## src/hw/rtl/jfps_pkg.sv

```systemverilog
// jfps_pkg: shared types and constants for the jacobi five-point sweep
// no dependencies; used by jfps_calc and jacobi_five_point_sweep
package jfps_pkg;

  localparam int MAX_GRID   = 1024;
  localparam int VALUE_BITS = 32;
  localparam int STEP_BITS  = 32;
  localparam int SIZE_BITS  = 11;
  localparam int ADDR_BITS  = $clog2(MAX_GRID);
  localparam int COUNT_BITS = ADDR_BITS + 1;
  localparam int PROD_BITS  = VALUE_BITS + STEP_BITS;
  localparam int SUM_BITS   = VALUE_BITS + 2;
  localparam int TOTAL_BITS = VALUE_BITS + 3;

  localparam int CFG_DATA_BITS  = 32;
  localparam int CFG_INDEX_BITS = 2;

  // register indexes on the configuration port
  localparam logic [CFG_INDEX_BITS-1:0] CFG_GRID_SIZE    = 2'd0;
  localparam logic [CFG_INDEX_BITS-1:0] CFG_STEP_SQUARED = 2'd1;

  localparam logic [SIZE_BITS-1:0] GRID_RESET = 11'd64;
  localparam logic [STEP_BITS-1:0] STEP_RESET = 32'd1032444;
  localparam logic [COUNT_BITS-1:0] GRID_MIN  = COUNT_BITS'(2);
  localparam logic [COUNT_BITS-1:0] GRID_MAX  = COUNT_BITS'(MAX_GRID);

  // saturation bounds at the width of the rounded sum
  localparam logic signed [TOTAL_BITS-1:0] VAL_MAX =
    {{(TOTAL_BITS-VALUE_BITS+1){1'b0}}, {(VALUE_BITS-1){1'b1}}};
  localparam logic signed [TOTAL_BITS-1:0] VAL_MIN =
    {{(TOTAL_BITS-VALUE_BITS+1){1'b1}}, {(VALUE_BITS-1){1'b0}}};

  typedef struct packed {
    logic                          mode;
    logic signed [VALUE_BITS-1:0]  u_value;
    logic signed [VALUE_BITS-1:0]  f_value;
  } in_req_t;

  typedef struct packed {
    logic signed [VALUE_BITS-1:0]  new_value;
    logic                          last;
  } out_req_t;

  // stencil operands handed from the line buffers to the arithmetic
  typedef struct packed {
    logic signed [VALUE_BITS-1:0]  rhs;
    logic signed [VALUE_BITS-1:0]  up;
    logic signed [VALUE_BITS-1:0]  down;
    logic signed [VALUE_BITS-1:0]  left;
    logic signed [VALUE_BITS-1:0]  right;
    logic                          last;
  } calc_op_t;

endpackage

```

## src/hw/rtl/jfps_calc.sv

```systemverilog
// jfps_calc: two-stage stencil arithmetic with output register
// depends on jfps_pkg (calc_op_t, out_req_t, widths)
module jfps_calc (
  input  logic                          clk,
  input  logic                          rst_n,
  input  logic                          op_valid,
  input  jfps_pkg::calc_op_t            op,
  input  logic [jfps_pkg::STEP_BITS-1:0] step_squared,
  output logic                          op_ready,
  output logic                          out_valid,
  output jfps_pkg::out_req_t            out_data,
  input  logic                          out_ready
);

  logic                                     s1_valid_r;
  logic                                     s1_valid_nxt;
  logic signed [jfps_pkg::PROD_BITS-1:0]    prod_r;
  logic signed [jfps_pkg::SUM_BITS-1:0]     sum_r;
  logic                                     last_r;
  logic                                     out_valid_r;
  logic                                     out_valid_nxt;
  jfps_pkg::out_req_t                       out_data_r;

  logic                                     out_free;
  logic                                     s1_load;
  logic signed [jfps_pkg::PROD_BITS:0]      prod_full;
  logic signed [jfps_pkg::SUM_BITS-1:0]     sum4;
  logic signed [jfps_pkg::TOTAL_BITS-1:0]   total;
  logic signed [jfps_pkg::TOTAL_BITS-1:0]   rounded;
  logic signed [jfps_pkg::VALUE_BITS-1:0]   sat_value;

  assign out_free = !out_valid_r || out_ready;
  assign op_ready = !s1_valid_r || out_free;
  assign s1_load  = op_valid && op_ready;

  // h^2 is unsigned, so widen it by a zero before the signed multiply
  assign prod_full = op.rhs * $signed({1'b0, step_squared});
  assign sum4 = jfps_pkg::SUM_BITS'(op.up) + jfps_pkg::SUM_BITS'(op.down)
              + jfps_pkg::SUM_BITS'(op.left) + jfps_pkg::SUM_BITS'(op.right);

  // floor(p / 2^32) is the upper half of the product
  always_comb begin
    total = jfps_pkg::TOTAL_BITS'($signed(prod_r[jfps_pkg::PROD_BITS-1:jfps_pkg::STEP_BITS]))
          + jfps_pkg::TOTAL_BITS'(sum_r) + jfps_pkg::TOTAL_BITS'(2);
    rounded = total >>> 2;
    if (rounded > jfps_pkg::VAL_MAX) begin
      sat_value = jfps_pkg::VAL_MAX[jfps_pkg::VALUE_BITS-1:0];
    end else if (rounded < jfps_pkg::VAL_MIN) begin
      sat_value = jfps_pkg::VAL_MIN[jfps_pkg::VALUE_BITS-1:0];
    end else begin
      sat_value = rounded[jfps_pkg::VALUE_BITS-1:0];
    end
  end

  always_comb begin
    if (s1_load) begin
      s1_valid_nxt = 1'b1;
    end else if (out_free) begin
      s1_valid_nxt = 1'b0;
    end else begin
      s1_valid_nxt = s1_valid_r;
    end
    out_valid_nxt = out_free ? s1_valid_r : 1'b1;
  end

  always_ff @(posedge clk) begin
    if (!rst_n) begin
      s1_valid_r  <= 1'b0;
      out_valid_r <= 1'b0;
    end else begin
      s1_valid_r  <= s1_valid_nxt;
      out_valid_r <= out_valid_nxt;
    end
  end

  always_ff @(posedge clk) begin
    if (s1_load) begin
      prod_r <= prod_full[jfps_pkg::PROD_BITS-1:0];
      sum_r  <= sum4;
      last_r <= op.last;
    end
    if (out_free && s1_valid_r) begin
      out_data_r.new_value <= sat_value;
      out_data_r.last      <= last_r;
    end
  end

  assign out_valid = out_valid_r;
  assign out_data  = out_data_r;

endmodule

```

## config.mk

```make
export PLATFORM = sky130hd
export DESIGN_NAME = jfps_calc
export DESIGN_NICKNAME = d
export VERILOG_FILES = /design/src/hw/rtl/jfps_pkg.sv /design/src/hw/rtl/jfps_calc.sv
export SDC_FILE = /design/constraint.sdc
export NUM_CORES = 2
export LEC_CHECK = 0
export ABC_AREA = 1
export BUFFER_PORTS_ARGS = -buffer_cell sky130_fd_sc_hd__buf_2
export CAP_MARGIN = 25
export CORE_MARGIN = 2
export CORE_UTILIZATION = 45
export DETAILED_ROUTE_END_ITERATION = 10
export GPL_TIMING_DRIVEN = 0
export PLACE_DENSITY = 0.65
export SLEW_MARGIN = 30
export SYNTH_ARGS = -nofsm -noshare
export SYNTH_HDL_FRONTEND = slang
export SYNTH_SLANG_ARGS = --single-unit
```

## constraint.sdc

```tcl
create_clock -name clk -period 5.7 [get_ports clk]
set_input_delay 0.285 -clock clk [delete_from_list [all_inputs] [get_ports clk]]
set_output_delay 0.285 -clock clk [all_outputs]
set_load 0.05 [all_outputs]
```

==> out/metrics.csv <==
stage;metric;value;unit
run_status;outcome;finished, violations left;
run_status;failing checks;negative setup slack;
yosys;mux cell area share after synthesis;0;
yosys;Synth Area in Simple Gates;0.176;
job;Max Cap Viol;0;
final_layout;Layout area overhead;24.4;%
cts;hold_buf cts;0;
sta;RSZ-0062 raised after global routing;true;
yosys;Yosys reg bits;102;
final_layout;Layout Nets;7753;
sta;minimum clock period;6.42;ns
min_path;worst hold path depth;1;
global_route;largest net degree at the start of global routing;57;
die;site row count;115;
cts;worst-case clock buffer depth;2;
sta;Max Transition Viols Final;0;
sta;final period utilization;1.13;
yosys;EDFF count, synth;100;
routing;vias;39462;
yosys;Synthesis Warnings;0;
routing;DRT iter0 DRCs;3896;
yosys;register area share after synthesis;0.0683;
min_path;Hold Path Sink;last_r$_DFFE_PP_;
yosys;largest family of logic cells by synthesized area;adder cells;
cts;CTS tree;yes;
yosys;Mean Syn Cell Area;7.72;sq um
sta;final setup margin;-0.721;ns
worst_setup_path;Max FO, Critical Path;6;
final_layout;layout cells sized above 1;0.187;
yosys;Synth Area in Compound Gates;0.0376;
worst_setup_path;CP arrival;6.53;ns
yosys;Post-Synth XOR/XNOR Area;0.0116;
worst_setup_path;reg2reg start;sum_r[8]$_DFFE_PP_;
sta;number of setup violations in the final report;32;
sta;worst slew pin tran;0.870;ns
final_layout;Final Cell Area;55400;sq um
routing;detail-routed net length per standard cell;22.6;um
min_path;Hold Startpoint;op[0];
die;IO Pins;232;
routing;ANT nets after route;0;
sta;Setup TNS;-19.63;ns
place;pre-CTS setup slack;-2.11;ns
yosys;Syn Inst Count;5776;
final_layout;commonest cells after routing, fill and taps aside;1664 x inv_1, 1467 x nand2_1, 895 x fa_1;
die;die area;102000;sq um
global_route;antenna violations before repair;6;
place;GPL Wtd Cong;1.01;
die;core area;98300;sq um
yosys;Main synth FF type;edfxtp_1;
min_path;Hold WC Path Type;primary input to flop;
place;port bufs;231;
cts;worst-skew pair later-pin latency;0.36;ns
routing;drt first pass iters;5;
cts;Root Buffer Master;clkbuf_16;
place;dpl cell area;48400;sq um
global_route;first-pass GRT wire length;253;mm
yosys;Post-Syn Area;44600;sq um
global_route;total track usage;0.337;
worst_setup_path;CP Class;primary input to flop;
worst_setup_path;worst path required time;5.81;ns
cts;clk sink count;102;
routing;routed vias/inst;5.26;
worst_setup_path;startpoint types;primary input;
worst_setup_path;RR Endpoint;out_data[30]$_SDFFCE_PN1P_;
worst_setup_path;Reg2Reg Depth;11;
sta;final hold violation count;0;
cts;H-tree levels;3;
sta;worst hold slack;0.0987;ns
yosys;Syn Nets;7320;
routing;DRC;0;
place;Detailed Place HPWL;138;mm
yosys;Async SR Flop Fraction;0;
worst_setup_path;critical path capture point type;flop;
global_route;vias in the first global route;40999;
cts;total CTS buffers;9;
yosys;count of cell types in the netlist;40;
worst_setup_path;R2R Setup Slk;2.72;ns
cts;clock-pin slew on the worst setup and hold paths;0.08;ns
global_route;global route overflow;0;
die;die height;319;um
routing;final wirelength;169;mm
die;Starting Density;0.454;
final_layout;commonest non-fill, non-tap cell in the layout;inv_1;
sta;FMAX;156;MHz
final_layout;Filler Cell Count;8924;
sta;Clock Skews;0.0104;ns
die;Die X;319;um
sta;Rel. slew slack;0.420;
yosys;adder-cell area share of the yosys netlist;0.540;
## state kept, by name (all words and copies together) (netlist names)
signal and count:
sum_r 34, out_data 33, prod_r 32, last_r 1
out_valid 1, s1_valid_r 1
## cell usage after synthesis, types with 6 or more instances
cell type / instances / share of area
or2_2: 14 / 0.0020
o21ai_0: 88 / 0.0099
buf_6: 6 / 0.0015
inv_1: 1760 / 0.15
nor3_1: 16 / 0.0018
ha_1: 385 / 0.11
nand2_1: 1570 / 0.13
nor4_1: 9 / 0.0013
a21o_1: 16 / 0.0027
xnor2_1: 18 / 0.0035
and2_1: 7 / 0.00098
edfxtp_1: 100 / 0.067
nand2_2: 9 / 0.0013
clkbuf_1: 190 / 0.016
nand3_1: 89 / 0.010
nand4_1: 12 / 0.0017
xor2_1: 41 / 0.0081
nor2_1: 261 / 0.022
a21oi_1: 157 / 0.018
o21bai_1: 23 / 0.0039
fa_1: 962 / 0.43
## worst max path at each step
stage	from	endpoint	slack (ns)	cells past startpoint
4_1_cts	step_squared[27]	prod_r[55]$_DFFE_PP_	-0.58	24
6_report	step_squared[17]	prod_r[38]$_DFFE_PP_	-0.72	25
3_3_place_gp	op[152]	prod_r[43]$_DFFE_PP_	-2.09	25
3_5_place_dp	op[152]	prod_r[43]$_DFFE_PP_	-2.11	25
2_1_floorplan	step_squared[3]	prod_r[50]$_DFFE_PP_	-0.33	23
5_1_grt	step_squared[12]	prod_r[58]$_DFFE_PP_	-0.84	30
## critical path: stages
cell       delay [ns]
buf_12           0.13
clkbuf_16        0.19
nand2_2          0.07
inv_2            0.04
fa_2             0.53
fa_1             0.42
inv_2            0.07
fa_2             0.47
fa_1             0.55
inv_1            0.05
fa_1             0.49
fa_1             0.45
fa_2             0.62
inv_2            0.06
fa_2             0.63
inv_2            0.06
ha_4             0.28
nand2_4          0.12
inv_2            0.04
a21boi_2         0.16
o21ai_2          0.08
nand3b_1         0.32
nand2_2          0.17
a21o_1           0.14
nand2_2          0.07
## cell type report
class,instances,area (sq um),area share
timing repair buffer,422,3500,0.0631
tap,1287,1610,0.0290
buffer,198,3870,0.0698
inverter,1761,6630,0.120
multi-input combinational,3715,36500,0.658
clock inverter,6,77.6,0.00140
clock buffer,10,239,0.00431
sequential,102,3040,0.0549
antenna,3,7.51,0.000135
## per-layer routing
metal	up-vias	GRT usage	share of wire
met1	19503	0.458	0.39
met3	535	0.0613	0.10
met4	4	0.159	0.062
met5	-	0	0.00015
met2	2082	0.522	0.44
li1	17338	-	-
## metrics by stage
step                      instances   util
after floorplan                5776      -
after global placement         7294  0.492
after detailed placement       7296  0.493
after CTS                      7479  0.555
final                          7504  0.564
after global routing           7501  0.564
## logic make-up after synthesis
group,count (synthesis)
adder cells (fa/ha/maj),1347
AND/OR/NAND/NOR,2003
AO/OA/AOI/OAI,306
buffers and inverters,1959
flip-flops,102
XOR/XNOR,59
## repair_timing
item                       4_1_cts  5_1_grt
resized for setup              912      203
cloned                          15        1
setup endpoints to repair       32       32
buffers inserted               152       22
pin swaps                      154       86
Power is not shown: default switching activity piles up to over one toggle a cycle in this logic, so the estimate is an artifact.
